<file path="config.mk">
export PLATFORM = sky130hd
export DESIGN_NAME = rate_limit_keyword_matcher
export DESIGN_NICKNAME = d
export VERILOG_FILES = /design/src/design/rlkm_pkg.sv /design/src/design/rlkm_cell.sv /design/src/design/rate_limit_keyword_matcher.sv
export VERILOG_INCLUDE_DIRS = /design/src /design/src/design
export SDC_FILE = /design/constraint.sdc
export NUM_CORES = 1
export LEC_CHECK = 0
export BUFFER_PORTS_ARGS = -buffer_cell sky130_fd_sc_hd__buf_2
export CAP_MARGIN = 20
export CORE_MARGIN = 3
export CORE_UTILIZATION = 30
export CTS_CLUSTER_DIAMETER = 40
export DETAILED_ROUTE_END_ITERATION = 8
export GPL_ROUTABILITY_DRIVEN = 0
export HOLD_SLACK_MARGIN = 0.15
export PLACE_DENSITY = 0.57
export SYNTH_ARGS = -nofsm -noshare
export SYNTH_HDL_FRONTEND = slang
export SYNTH_SLANG_ARGS = --single-unit
</file>
<file path="constraint.sdc">
create_clock -name clk -period 5.65 [get_ports clk]
set_input_delay 0.565 -clock clk [delete_from_list [all_inputs] [get_ports clk]]
set_output_delay 0.565 -clock clk [all_outputs]
set_load 0.01 [all_outputs]
</file>
<file path="src/design/rate_limit_keyword_matcher_macros.svh">
// assertion macros for the rate limit keyword matcher
// expects clk and rst_n to be visible where a macro is used
`ifndef RATE_LIMIT_KEYWORD_MATCHER_MACROS_SVH
`define RATE_LIMIT_KEYWORD_MATCHER_MACROS_SVH

// same-cycle implication
`define RLKM_ASSERT_IMP(lbl, ant, con) \
  lbl: assert property (@(posedge clk) disable iff (!rst_n) (ant) |-> (con)) \
    else $error("rlkm assertion failed");

// next-cycle implication
`define RLKM_ASSERT_NEXT(lbl, ant, con) \
  lbl: assert property (@(posedge clk) disable iff (!rst_n) (ant) |=> (con)) \
    else $error("rlkm assertion failed");

`endif

</file>
<file path="src/design/rlkm_pkg.sv">
// shared types, keyword constants and lookup functions
// used by rlkm_cell and rate_limit_keyword_matcher
`default_nettype none

package rlkm_pkg;

  localparam int KW_COUNT  = 10;
  localparam int WIN_DEPTH = 16;
  localparam int KW_MAXLEN = 17;
  localparam int POS_W     = 13;

  localparam logic [POS_W-1:0] POS_MAX         = '1;
  localparam logic [POS_W-1:0] SCAN_LIMIT_RST  = 13'd512;

  // keyword indexes with a meaning of their own in the verdict
  localparam int KW_429 = 6;
  localparam logic [KW_COUNT-1:0] KW_PHRASE_MASK = 10'h03F;
  localparam logic [KW_COUNT-1:0] KW_COMPANION_MASK = 10'h380;

  typedef logic [KW_MAXLEN*8-1:0] kw_str_t;
  typedef logic [KW_COUNT-1:0][7:0] kw_bytes_t;
  typedef logic [KW_COUNT-1:0] kw_vec_t;

  // right-aligned: the last character sits in the low byte
  localparam kw_str_t KW_STR [KW_COUNT] = '{
    kw_str_t'("ratelimited"),
    kw_str_t'("rate limited"),
    kw_str_t'("rate\137limit"),
    kw_str_t'("too many requests"),
    kw_str_t'("quota exceeded"),
    kw_str_t'("throttle"),
    kw_str_t'("429"),
    kw_str_t'("rate"),
    kw_str_t'("limit"),
    kw_str_t'("too many")
  };

  localparam int KW_LEN [KW_COUNT] = '{11, 12, 10, 17, 14, 8, 3, 4, 5, 8};

  typedef struct packed {
    logic shift;
    logic clr;
  } cell_ctl_t;

  // expected byte of every keyword at distance d from its last character
  function automatic kw_bytes_t exp_bytes(input int d);
    kw_bytes_t b;
    for (int k = 0; k < KW_COUNT; k++) begin
      b[k] = KW_STR[k][d*8 +: 8];
    end
    return b;
  endfunction

  // which keywords reach back as far as distance d
  function automatic kw_vec_t exp_care(input int d);
    kw_vec_t c;
    for (int k = 0; k < KW_COUNT; k++) begin
      c[k] = (d < KW_LEN[k]);
    end
    return c;
  endfunction

  function automatic logic [7:0] fold_lower(input logic [7:0] c);
    return (c >= 8'h41 && c <= 8'h5A) ? (c + 8'h20) : c;
  endfunction

endpackage

`default_nettype wire

</file>
<file path="src/design/rlkm_cell.sv">
// one window cell: holds a past byte and compares it against every keyword
// depends on rlkm_pkg
`default_nettype none

module rlkm_cell
  import rlkm_pkg::*;
(
  input  wire logic      clk,
  input  wire logic      rst_n,
  input  wire cell_ctl_t ctl,
  input  wire logic [7:0] byte_in,
  input  wire kw_bytes_t exp_byte,
  input  wire kw_vec_t   exp_need,
  output logic [7:0]     byte_out,
  output kw_vec_t        match
);

  logic [7:0] byte_r, byte_nxt;

  always_comb begin
    byte_nxt = byte_r;
    if (ctl.clr) begin
      byte_nxt = '0;
    end else if (ctl.shift) begin
      byte_nxt = byte_in;
    end
  end

  always_ff @(posedge clk) begin
    if (!rst_n) begin
      byte_r <= '0;
    end else begin
      byte_r <= byte_nxt;
    end
  end

  // keywords that do not reach this far pass as matched
  always_comb begin
    for (int k = 0; k < KW_COUNT; k++) begin
      match[k] = !exp_need[k] || (byte_r == exp_byte[k]);
    end
  end

  assign byte_out = byte_r;

endmodule

`default_nettype wire

</file>
<file path="src/design/rate_limit_keyword_matcher.sv">
// top level of the rate limit keyword matcher: control, flags, config port
// depends on rlkm_pkg, rlkm_cell and rate_limit_keyword_matcher_macros.svh
//
// usage:
//   input channel (in_valid, in_stall, in_char_byte, in_last_byte) takes one
//   message byte per beat; in_last_byte marks the final beat of a message.
//   result channel (out_valid, out_stall, out_rate_limited) gives one beat
//   per message, in the cycle after its last byte is accepted.
//   throughput is one byte per cycle while in_stall is low: all sixteen window
//   cells compare in parallel against the ten keywords in the same cycle the
//   byte arrives. while a result waits under out_stall, non-final bytes are
//   still taken; only a final byte is held off until the result register
//   frees up. scan_limit sits at byte address 0 of the apb port (psel, penable,
//   pwrite, paddr, pwdata, prdata, pready), reset value 512; write it only
//   while the block is idle. bytes at positions at or past scan_limit are
//   ignored, and the position counter saturates at 8191.
//   reset (rst_n low, synchronous) clears the window, flags, position and
//   out_valid; out_rate_limited is not reset. there is no clearing pass.
`default_nettype none
`include "rate_limit_keyword_matcher_macros.svh"

module rate_limit_keyword_matcher
  import rlkm_pkg::*;
(
  input  wire logic        clk,
  input  wire logic        rst_n,
  input  wire logic        in_valid,
  output logic             in_stall,
  input  wire logic [7:0]  in_char_byte,
  input  wire logic        in_last_byte,
  output logic             out_valid,
  input  wire logic        out_stall,
  output logic             out_rate_limited,
  input  wire logic        psel,
  input  wire logic        penable,
  input  wire logic        pwrite,
  input  wire logic [2:0]  paddr,
  input  wire logic [31:0] pwdata,
  output logic [31:0]      prdata,
  output logic             pready
);

  localparam logic ADDR_SCAN_LIMIT = 1'b0;

  logic [POS_W-1:0] scan_limit_r, scan_limit_nxt;
  logic [POS_W-1:0] position_r, position_nxt;
  kw_vec_t          seen_r, seen_nxt;
  logic             out_valid_r, out_valid_nxt;
  logic             out_rl_r, out_rl_nxt;

  logic      in_acc, counted, hit;
  logic [7:0] cur;
  kw_vec_t   cur_match, hits, seen_all;
  cell_ctl_t ctl;

  logic [7:0] chain [WIN_DEPTH+1];
  kw_vec_t    cell_match [WIN_DEPTH];

  // ---------------- config port ----------------
  assign pready = 1'b1;

  always_comb begin
    scan_limit_nxt = scan_limit_r;
    if (psel && penable && pwrite && pready && paddr[2] == ADDR_SCAN_LIMIT) begin
      scan_limit_nxt = pwdata[POS_W-1:0];
    end
  end

  assign prdata = (paddr[2] == ADDR_SCAN_LIMIT) ?
                  {{(32-POS_W){1'b0}}, scan_limit_r} : 32'd0;

  // ---------------- handshake ----------------
  // only a final byte needs the result register
  assign in_stall = out_valid_r && out_stall && in_last_byte;
  assign in_acc   = in_valid && !in_stall;

  assign cur     = fold_lower(in_char_byte);
  assign counted = (position_r < scan_limit_r);

  assign ctl.shift = in_acc && counted && !in_last_byte;
  assign ctl.clr   = in_acc && in_last_byte;

  // ---------------- window cells ----------------
  assign chain[0] = cur;

  for (genvar i = 0; i < WIN_DEPTH; i++) begin : g_cell
    rlkm_cell u_cell (
      .clk      (clk),
      .rst_n    (rst_n),
      .ctl      (ctl),
      .byte_in  (chain[i]),
      .exp_byte (exp_bytes(i + 1)),
      .exp_need (exp_care(i + 1)),
      .byte_out (chain[i+1]),
      .match    (cell_match[i])
    );
  end

  // last character of each keyword against the incoming byte
  always_comb begin
    kw_bytes_t last_chr;
    last_chr = exp_bytes(0);
    for (int k = 0; k < KW_COUNT; k++) begin
      cur_match[k] = (cur == last_chr[k]);
    end
  end

  always_comb begin
    hits = cur_match;
    for (int i = 0; i < WIN_DEPTH; i++) begin
      hits = hits & cell_match[i];
    end
  end

  // ---------------- flags, position, verdict ----------------
  assign seen_all = seen_r | (counted ? hits : '0);
  assign hit = (|(seen_all & KW_PHRASE_MASK)) ||
               (seen_all[KW_429] && (|(seen_all & KW_COMPANION_MASK)));

  always_comb begin
    seen_nxt     = seen_r;
    position_nxt = position_r;
    if (in_acc) begin
      if (in_last_byte) begin
        seen_nxt     = '0;
        position_nxt = '0;
      end else begin
        seen_nxt = seen_all;
        if (position_r != POS_MAX) begin
          position_nxt = position_r + 1'b1;
        end
      end
    end
  end

  always_comb begin
    out_valid_nxt = out_valid_r;
    out_rl_nxt    = out_rl_r;
    if (in_acc && in_last_byte) begin
      out_valid_nxt = 1'b1;
      out_rl_nxt    = hit;
    end else if (!out_stall) begin
      out_valid_nxt = 1'b0;
    end
  end

  always_ff @(posedge clk) begin
    if (!rst_n) begin
      scan_limit_r <= SCAN_LIMIT_RST;
      position_r   <= '0;
      seen_r       <= '0;
      out_valid_r  <= 1'b0;
    end else begin
      scan_limit_r <= scan_limit_nxt;
      position_r   <= position_nxt;
      seen_r       <= seen_nxt;
      out_valid_r  <= out_valid_nxt;
    end
  end

  always_ff @(posedge clk) begin
    out_rl_r <= out_rl_nxt;
  end

  assign out_valid        = out_valid_r;
  assign out_rate_limited = out_rl_r;

  // ---------------- assertions ----------------
  `RLKM_ASSERT_NEXT(a_clear_on_last, in_acc && in_last_byte,
                    position_r == '0 && seen_r == '0)
  `RLKM_ASSERT_NEXT(a_flags_hold_past_limit, in_acc && !in_last_byte && !counted,
                    $stable(seen_r))
  `RLKM_ASSERT_NEXT(a_position_step, in_acc && !in_last_byte && position_r != POS_MAX,
                    position_r == $past(position_r) + 1'b1)
  `RLKM_ASSERT_IMP(a_result_from_last, $rose(out_valid_r),
                   $past(in_acc && in_last_byte))

endmodule

`default_nettype wire

</file>
==> results of run 1 <==
[routing by layer]
metal,global-route usage,up-vias
met5,0,-
li1,-,3357
met4,0.0416,0
met3,0.0289,16
met1,0.204,3153
met2,0.246,154
[how the worst max path moves through the flow]
stage                     cells past startpoint                            end             start
after CTS                                    10  g_cell[13].u_cell.byte_out[5]  scan_limit_r[12]
after global placement                       10  g_cell[13].u_cell.byte_out[7]   scan_limit_r[8]
after floorplan                               7               out_rate_limited   in_char_byte[0]
after global routing                          9  g_cell[14].u_cell.byte_out[6]    position_r[10]
final                                        10  g_cell[13].u_cell.byte_out[5]  scan_limit_r[12]
after detailed placement                     10  g_cell[13].u_cell.byte_out[5]  scan_limit_r[12]
[power by group through the flow]
stage / sequential [mW] / combinational (mW) / clock [mW]
CTS: 1.18 / 0.126 / 1.21
global route: 1.18 / 0.139 / 1.26
global placement: 1.21 / 0.126 / 0
detailed placement: 1.21 / 0.126 / 0
floorplan: 1.21 / 0.0976 / 0
finish: 1.18 / 0.125 / 1.19
[flip-flops by register name, indices dropped and copies added (netlist names)]
| register | count |
|---|---|
| g_cell.u_cell.byte_out | 128 |
| position_r | 13 |
| out_rate_limited | 1 |
| out_valid | 1 |
| scan_limit_r | 13 |
| seen_r | 10 |
[layout by cell type (no fill, tap or decap), types with 3 or more instances in the layout]
cell | netlist | routed
and4b_1 | 8 | 8
clkinvlp_4 | 0 | 3
nor3b_1 | 5 | 5
inv_8 | 0 | 3
nand2b_1 | 3 | 3
inv_1 | 20 | 20
nor4_1 | 18 | 18
nor4b_1 | 14 | 14
a21boi_0 | 12 | 12
buf_2 | 20 | 45
nand3b_1 | 3 | 3
nor4bb_1 | 11 | 11
and4_1 | 4 | 4
or3_1 | 5 | 5
nand3_1 | 11 | 11
and3b_1 | 4 | 4
nand2_1 | 300 | 300
a21oi_1 | 142 | 142
ha_1 | 14 | 14
inv_6 | 0 | 3
xor2_1 | 6 | 6
conb_1 | 2 | 20
and3_1 | 4 | 4
or4_1 | 6 | 6
and4bb_2 | 4 | 4
a31oi_1 | 3 | 3
nor3_1 | 14 | 14
nor2b_1 | 8 | 8
dfxtp_1 | 165 | 165
nand4_1 | 23 | 23
clkbuf_16 | 0 | 17
nand4b_1 | 4 | 4
nor2_1 | 50 | 50
o21ai_0 | 5 | 5
buf_4 | 21 | 6
[area by class of cell]
class,instances,area [um2]
clock inverters,13,164
fillers,2650,16000
well taps,324,405
repair buffers,51,270
clock buffers,18,439
flip-flops and latches,166,3330
inverters,20,75.1
multi-input cells,735,3890
[kinds of logic after synthesis]
kind of cell	count (synthesis)	synth area share
other	2	0.000989
buffers and inverters	90	0.0621
muxes	1	0.00132
and+or+nand+nor	509	0.329
DFF	166	0.439
xor gates and xnor gates	7	0.00807
AOI/OAI and AO/OA	184	0.137
adders and majority gates	14	0.0231
[through the flow]
stage               area, um2  setup slack (ps)  instances
floorplan                7660              3450        991
global placement         7980              2540       1296
detailed placement       7980              2520       1296
CTS                      8580              2500       1327
global route             8580              2230       1327
finish                   8580              2500       1327
[worst max-delay path, delay by kind of cell (launching register included)]
| family | cells | cell delay, ps |
|---|---|---|
| adder cells (fa/ha/maj) | 1 | 320 |
| AO/OA/AOI/OAI | 5 | 1080 |
| AND/OR/NAND/NOR | 2 | 440 |
| flip-flops | 1 | 330 |
| buffers and inverters | 2 | 850 |
==> flow_metrics.tcl, run 1 <==
set metrics [dict create \
    crit_required_ps 6000 \
    fin_skew_ps 11.9 \
    power_density_nw_per_um2 292 \
    p_leak_nw 2.80 \
    io_pins 87 \
    crit_path_frequent_cell "a21oi_1" \
    dp_hpwl_um 13800 \
    synth.area.top_cells "dfxtp_1, nand2_1, a21oi_1" \
    netlist.area_leader.share 0.435 \
    ys_top_cells_by_count "nand2_1, dfxtp_1, a21oi_1" \
    cts_tree "yes" \
    setup_violations 0 \
    synthCells 973 \
    min_to "scan_limit_r[2]" \
    status "completed" \
    met2WireLength_um 9490 \
    viasPerCell 5.03 \
    cell_internal_pwr_mw 1.88 \
    critPathLaunchType "register" \
    worst_path_largest_cell_delay_ps 790 \
    core_um2 24600 \
    first_global_vias 6246 \
    hp-class "input pin to register" \
    wl_met3_um 935 \
    rsz0062_at_grt "no" \
    fp.dieW_um 165 \
    maxCapViolCount 0 \
    synth_cell_type_count 61 \
    tns_ps 0 \
    clock_path_buffers 2 \
    r2r.worst_path.cells 10 \
    timing.final.crit_share 0.557 \
    worstPathMaxFanout 99 \
    rows 57 \
    postRouteWirelength_um 20200 \
    post_cts_buffers 0 \
    r2r_setup_slack_ps 2500 \
    die_h_um 165 \
    drc 0 \
    maxSlewViolCount 0 \
    vdd_drop_max_v 0.000128 \
    worstSetupPathType "register to register" \
    synthMostInstantiatedCell "nand2_1" \
    worstSetupEndpointType "register" \
    min_from "pwdata[2]" \
    ys_dominant_reg_cell "dfxtp_1" \
    grt_max_degree 103 \
    fin_util 0.349 \
    synth_edf_count 1 \
    antenna_cells 0 \
    clkLatencyLatePin_ps 430 \
    yosys.area.top_type "dfxtp_1" \
    hold_buffers 0 \
    ys_ff_latch 166 \
    p_switching_uw 621 \
    ys_warn_count 0 \
    gr-total-overflow 0 \
    tightest_slew_ps 1100 \
    p_seq_frac 0.473 \
    cts.sinks 166 \
    critPathArrivalTime_ps 3490 \
    portBuffers 45 \
    max_freq_ghz 0.318 \
    postRouteAntennaNets 0 \
    initialDrtViolationCount 722 \
    p_total_mw 2.50 \
    ys_seq_area_frac 0.439 \
    cts.clk_slew.worst_paths_ps 70 \
    grtUsageTotal 0.151 \
    comb_power_share 0.050 \
    async_flop_share 0 \
    hold_slack_ps 372 \
    cts_inserted_buffers 17 \
    top_layer_used "met4" \
    area_delta_synth_final_pct 13.0 \
    r2r-start "scan_limit_r[12]" \
    htreeDepth 4 \
    postSynthAreaPerCell_um2 7.81 \
    nets 1056 \
    m1WireLength_um 9580 \
    period_needed_ps 3150 \
    timing.final.hold_violations 0 \
    slew_headroom 0.268 \
    crit_chain "inv_1 -> ha_1 -> a21oi_1 -> o21ai_0 -> a21oi_1 -> o21ai_2 -> nor3b_4 -> buf_4 -> nand2_1 -> a21oi_1" \
    rr_endpoint "g_cell[13].u_cell.byte_out[5]" \
    grt_pass1_wl_um 32900 \
    firstDrtPassIters 5 \
    ctsResizeCount 0 \
    start_util 0.309 \
    die-area_um2 27300 \
    cp_slowest_cell "buf_4" \
    drive_gt1_frac 0.0997 \
    synthesis.area_um2 7600 \
    clockRootBuffer "clkbuf_16" \
    antenna_found_initial 0 \
    post_drt_wl_per_cell_um 15.2 \
    hold_depth 3 \
    vias 6680 \
    power_frac_clock 0.477 \
    swShare 0.248 \
]
Note: power is estimated with default switching activity, not from simulation.
==> inputs of run 2 (changes only) <==
clock period = 3.1 ns   (was 5.65 ns; I/O delays follow)
==> flow_metrics.tcl, run 2 (same netlist as run 1, synthesis figures left out) <==
set metrics [dict create \
    status "completed" \
    cts.clk_slew.worst_paths_ps 70 \
    clockRootBuffer "clkbuf_16" \
    critPathLaunchType "register" \
    antenna_found_initial 0 \
    p_switching_mw 1.16 \
    r2r_setup_slack_ps 380 \
    timing.final.hold_violations 0 \
    cts_tree "yes" \
    timing.final.crit_share 0.877 \
    drc 0 \
    ctsResizeCount 0 \
    cts.sinks 166 \
    htreeDepth 4 \
    vdd_drop_max_v 0.000322 \
    rr_endpoint "out_rate_limited" \
    slew_headroom 0.545 \
    largest_register_ffs 128 \
    maxCapViolCount 0 \
    final_area_um2 8830 \
    r2r-start "scan_limit_r[12]" \
    final_common_cell "nand2_1" \
    postPlaceCellArea_um2 8080 \
    viasPerCell 5.02 \
    power_density_nw_per_um2 526 \
    post_drt_wl_per_cell_um 15.2 \
    die-area_um2 27300 \
    first_global_vias 6306 \
    placed_cells 1301 \
    rsz0062_at_grt "no" \
    cell_internal_pwr_mw 3.48 \
    min_from "out_stall" \
    postRouteWirelength_um 20400 \
    gr-total-overflow 0 \
    setup_violations 0 \
    die_h_um 165 \
    grt_max_degree 88 \
    vias 6762 \
    p_leak_nw 2.91 \
    dp_hpwl_um 13900 \
    crit_required_ps 3360 \
    power_frac_clock 0.480 \
    clkLatencyLatePin_ps 430 \
    period_needed_ps 2720 \
    comb_power_share 0.055 \
    antenna_cells 0 \
    p_seq_frac 0.465 \
    fin_skew_ps 12.6 \
    grt_pass1_wl_um 32800 \
    portBuffers 45 \
    hp-class "input pin to register" \
    firstDrtPassIters 4 \
    area_delta_synth_final_pct 16.2 \
    nets 1074 \
    io_pins 87 \
    max_freq_ghz 0.368 \
    swShare 0.250 \
    rows 57 \
    hold_depth 3 \
    drive_gt1_frac 0.103 \
    fp.dieW_um 165 \
    clock_path_buffers 2 \
    tightest_slew_ps 673 \
    critPathArrivalTime_ps 2980 \
    core_um2 24600 \
    maxSlewViolCount 0 \
    tns_ps 0 \
    final_cell_mix "nand2_1, dfxtp_1, a21oi_1" \
    worstPathMaxFanout 9 \
    min_to "out_valid" \
    worstSetupPathType "register to register" \
    initialDrtViolationCount 605 \
    cts_inserted_buffers 17 \
    start_util 0.309 \
    worstSetupEndpointType "register" \
    grtUsageTotal 0.152 \
    final_cells 1346 \
    postRouteAntennaNets 0 \
    r2r.worst_path.cells 9 \
]
## run 2: cell count changes in the layout (fill, tap and decap cells not counted)
cell	before	now
dlygate4sd3_1	0	13
buf_12	0	5
clkbuf_1	0	1
clkbuf_8	1	2
clkinv_2	1	0
clkinv_4	0	1
clkinvlp_4	3	2
## run 2: per-stage QoR
step	setup WS (ps)	power [mW]	utilization	hold slack, ps
3_3_place_gp	453	2.45	0.328	442
6_report	383	4.64	0.359	181
5_1_grt	129	4.79	0.359	195
4_1_cts	380	4.68	0.359	167
2_1_floorplan	974	2.38	-	426
3_5_place_dp	408	2.45	0.328	444
## run 2: worst max-delay path: stages, from the launching register on
cell	delay, ps
dfxtp_1	340
inv_1	60
ha_1	320
a21oi_1	150
o21ai_0	130
a21oi_1	400
o21ai_2	250
nor4_1	580
a221oi_1	190
o211ai_1	130
## run 2: worst max path at each step
| stage | start | endpoint | slack (ps) | cells past startpoint |
|---|---|---|---|---|
| 2_1_floorplan | scan_limit_r[12] | out_rate_limited | 970 | 9 |
| 3_3_place_gp | scan_limit_r[8] | g_cell[8].u_cell.byte_out[3] | 450 | 10 |
| 3_5_place_dp | scan_limit_r[12] | out_rate_limited | 410 | 9 |
| 4_1_cts | scan_limit_r[12] | out_rate_limited | 380 | 9 |
| 5_1_grt | scan_limit_r[12] | out_rate_limited | 130 | 9 |
| 6_report | scan_limit_r[12] | out_rate_limited | 380 | 9 |
## run 2: metal layers
metal / wire length, um / GRT usage / share of wire / vias up
met2: 9550 / 0.246 / 0.47 / 169
met4: 398 / 0.0560 / 0.019 / 0
met1: 9680 / 0.203 / 0.47 / 3177
li1: - / - / - / 3387
met3: 812 / 0.0254 / 0.040 / 29
met5: 0 / 0 / 0 / -
## run 2: power groups by stage
stage,Clock (mW),Combinational [mW],Sequential (mW)
detailed placement,0,0.244,2.21
floorplan,0,0.178,2.20
CTS,2.26,0.257,2.16
global placement,0,0.243,2.21
global route,2.36,0.282,2.16
finish,2.23,0.255,2.16
## run 2: final cells by class
type | count | area (um2)
Clock buffer | 20 | 457
Clock inverter | 12 | 160
Fill cell | 2572 | 15800
Inverter | 20 | 75.1
Multi-Input combinational cell | 735 | 3890
Sequential cell | 166 | 3330
Tap cell | 324 | 405
Timing Repair Buffer | 69 | 500
## run 2: repair_timing
item | CTS | global route
endpoints found under the hold margin | 13 | 0
buffers inserted | 0 | 0
hold buffers | 13 | 0
==> inputs of run 3 (changes only) <==
CORE_MARGIN = 2   (was 3)
==> flow_metrics.tcl, run 3 (same netlist as run 1, synthesis figures left out) <==
set metrics [dict create \
    status "completed" \
    worstPathMaxFanout 9 \
    clockRootBuffer "clkbuf_16" \
    drc 0 \
    maxSlewViolCount 0 \
    p_total_mw 4.37 \
    p_leak_nw 2.88 \
    r2r-start "scan_limit_r[12]" \
    final_cells 1352 \
    cts.clk_slew.worst_paths_ps 70 \
    max_freq_ghz 0.370 \
    final_cell_mix "nand2_1, dfxtp_1, a21oi_1" \
    crit_required_ps 3250 \
    die_h_um 163 \
    grt_pass1_wl_um 32900 \
    post_drt_wl_per_cell_um 14.9 \
    fp.dieW_um 163 \
    maxCapViolCount 0 \
    drive_gt1_frac 0.101 \
    grt_max_degree 94 \
    gr-total-overflow 0 \
    htreeDepth 4 \
    critPathArrivalTime_ps 2860 \
    postPlaceCellArea_um2 8110 \
    core_um2 25000 \
    startpoint "scan_limit_r[12]" \
    cts_inserted_buffers 17 \
    firstDrtPassIters 5 \
    clkLatencyLatePin_ps 430 \
    portBuffers 45 \
    critPathLaunchType "register" \
    pre_cts_ws_ps 398 \
    cp_slowest_cell "o21ai_2" \
    setup_violations 0 \
    largest_register_ffs 128 \
    period_needed_ps 2710 \
    fill_cells 2613 \
    antenna_cells 0 \
    die-area_um2 26600 \
    nets 1074 \
    vdd_drop_max_v 0.000347 \
    initialDrtViolationCount 512 \
    rsz0062_at_grt "no" \
    crit_chain "inv_1 -> ha_1 -> nand4_1 -> nor3_1 -> o21ai_1 -> o21ai_2 -> nor4_1 -> a221oi_1 -> o211ai_1" \
    dp_hpwl_um 14000 \
    tightest_slew_ps 758 \
    postRouteWirelength_um 20100 \
    final_common_cell "nand2_1" \
    postLayoutSetupSlackWorst_ps 394 \
    start_util 0.303 \
    final_area_um2 8770 \
    hp-class "input pin to register" \
    placed_cells 1307 \
    worstSetupEndpointType "register" \
    min_from "out_stall" \
    slew_headroom 0.487 \
    antenna_found_initial 0 \
    post_cts_buffers 0 \
    grtUsageTotal 0.155 \
    cts.sinks 166 \
    cts_tree "yes" \
    vias 6711 \
    tns_ps 0 \
    viasPerCell 4.96 \
    worst_path_largest_cell_delay_ps 450 \
    clock_path_buffers 2 \
    power_density_nw_per_um2 498 \
    cpLargestDelayFamily "compound AO/OA/AOI/OAI gates" \
    timing.final.hold_violations 0 \
    timing.final.crit_share 0.873 \
    worstSetupPathType "register to register" \
    area_delta_synth_final_pct 15.5 \
    first_global_vias 6283 \
    path_buf_inv 1 \
    fin_skew_ps 7.44 \
    rows 58 \
    postRouteAntennaNets 0 \
    io_pins 87 \
]
[run 3: metrics by stage]
| step | hold WS [ps] | utilization |
|---|---|---|
| detailed placement | 446 | 0.324 |
| floorplan | 426 | - |
| global route | 206 | 0.350 |
| finish | 182 | 0.350 |
| CTS | 178 | 0.350 |
| global placement | 436 | 0.324 |
[run 3: layer usage]
metal  wire, um  GRT usage  vias up
met4        521     0.0607        0
met2       9260      0.248      169
met1       9530      0.208     3129
met3        811     0.0284       34
li1           -          -     3379
met5          0          0        -
[run 3: where the power goes]
part	internal (mW)	switching, mW	total, mW
registers	2.15	0.0123	2.16
logic	0.0812	0.180	0.261
clock network	1.04	0.911	1.95
total	3.27	1.10	4.37
[run 3: repair_timing]
action                                 in CTS  in global routing
hold buffers                               13                  0
endpoints found under the hold margin      13                  0
gates resized for setup                     0                  0
[run 3: worst min-delay path, delay by kind of cell]
family	cells	cell delay, ps
simple gates	1	100
buf+inv	1	90
compound gates	1	80
[run 3: final cells by class]
cell class	count	area (um2)	share of cell area
timing repair buffer	69	526	0.0599
multi-input combinational	735	3890	0.444
tap	330	413	0.0471
sequential	166	3330	0.380
inverter	20	75.1	0.00856
clock inverter	12	95.1	0.0108
clock buffer	20	437	0.0498
[run 3: worst paths after layout]
kind,cells after the start,end,slack [ps]
max,9,out_rate_limited,390
min,3,out_valid,180
max reg2reg,9,out_rate_limited,390
min reg2reg,2,g_cell[15].u_cell.byte_out[6],450
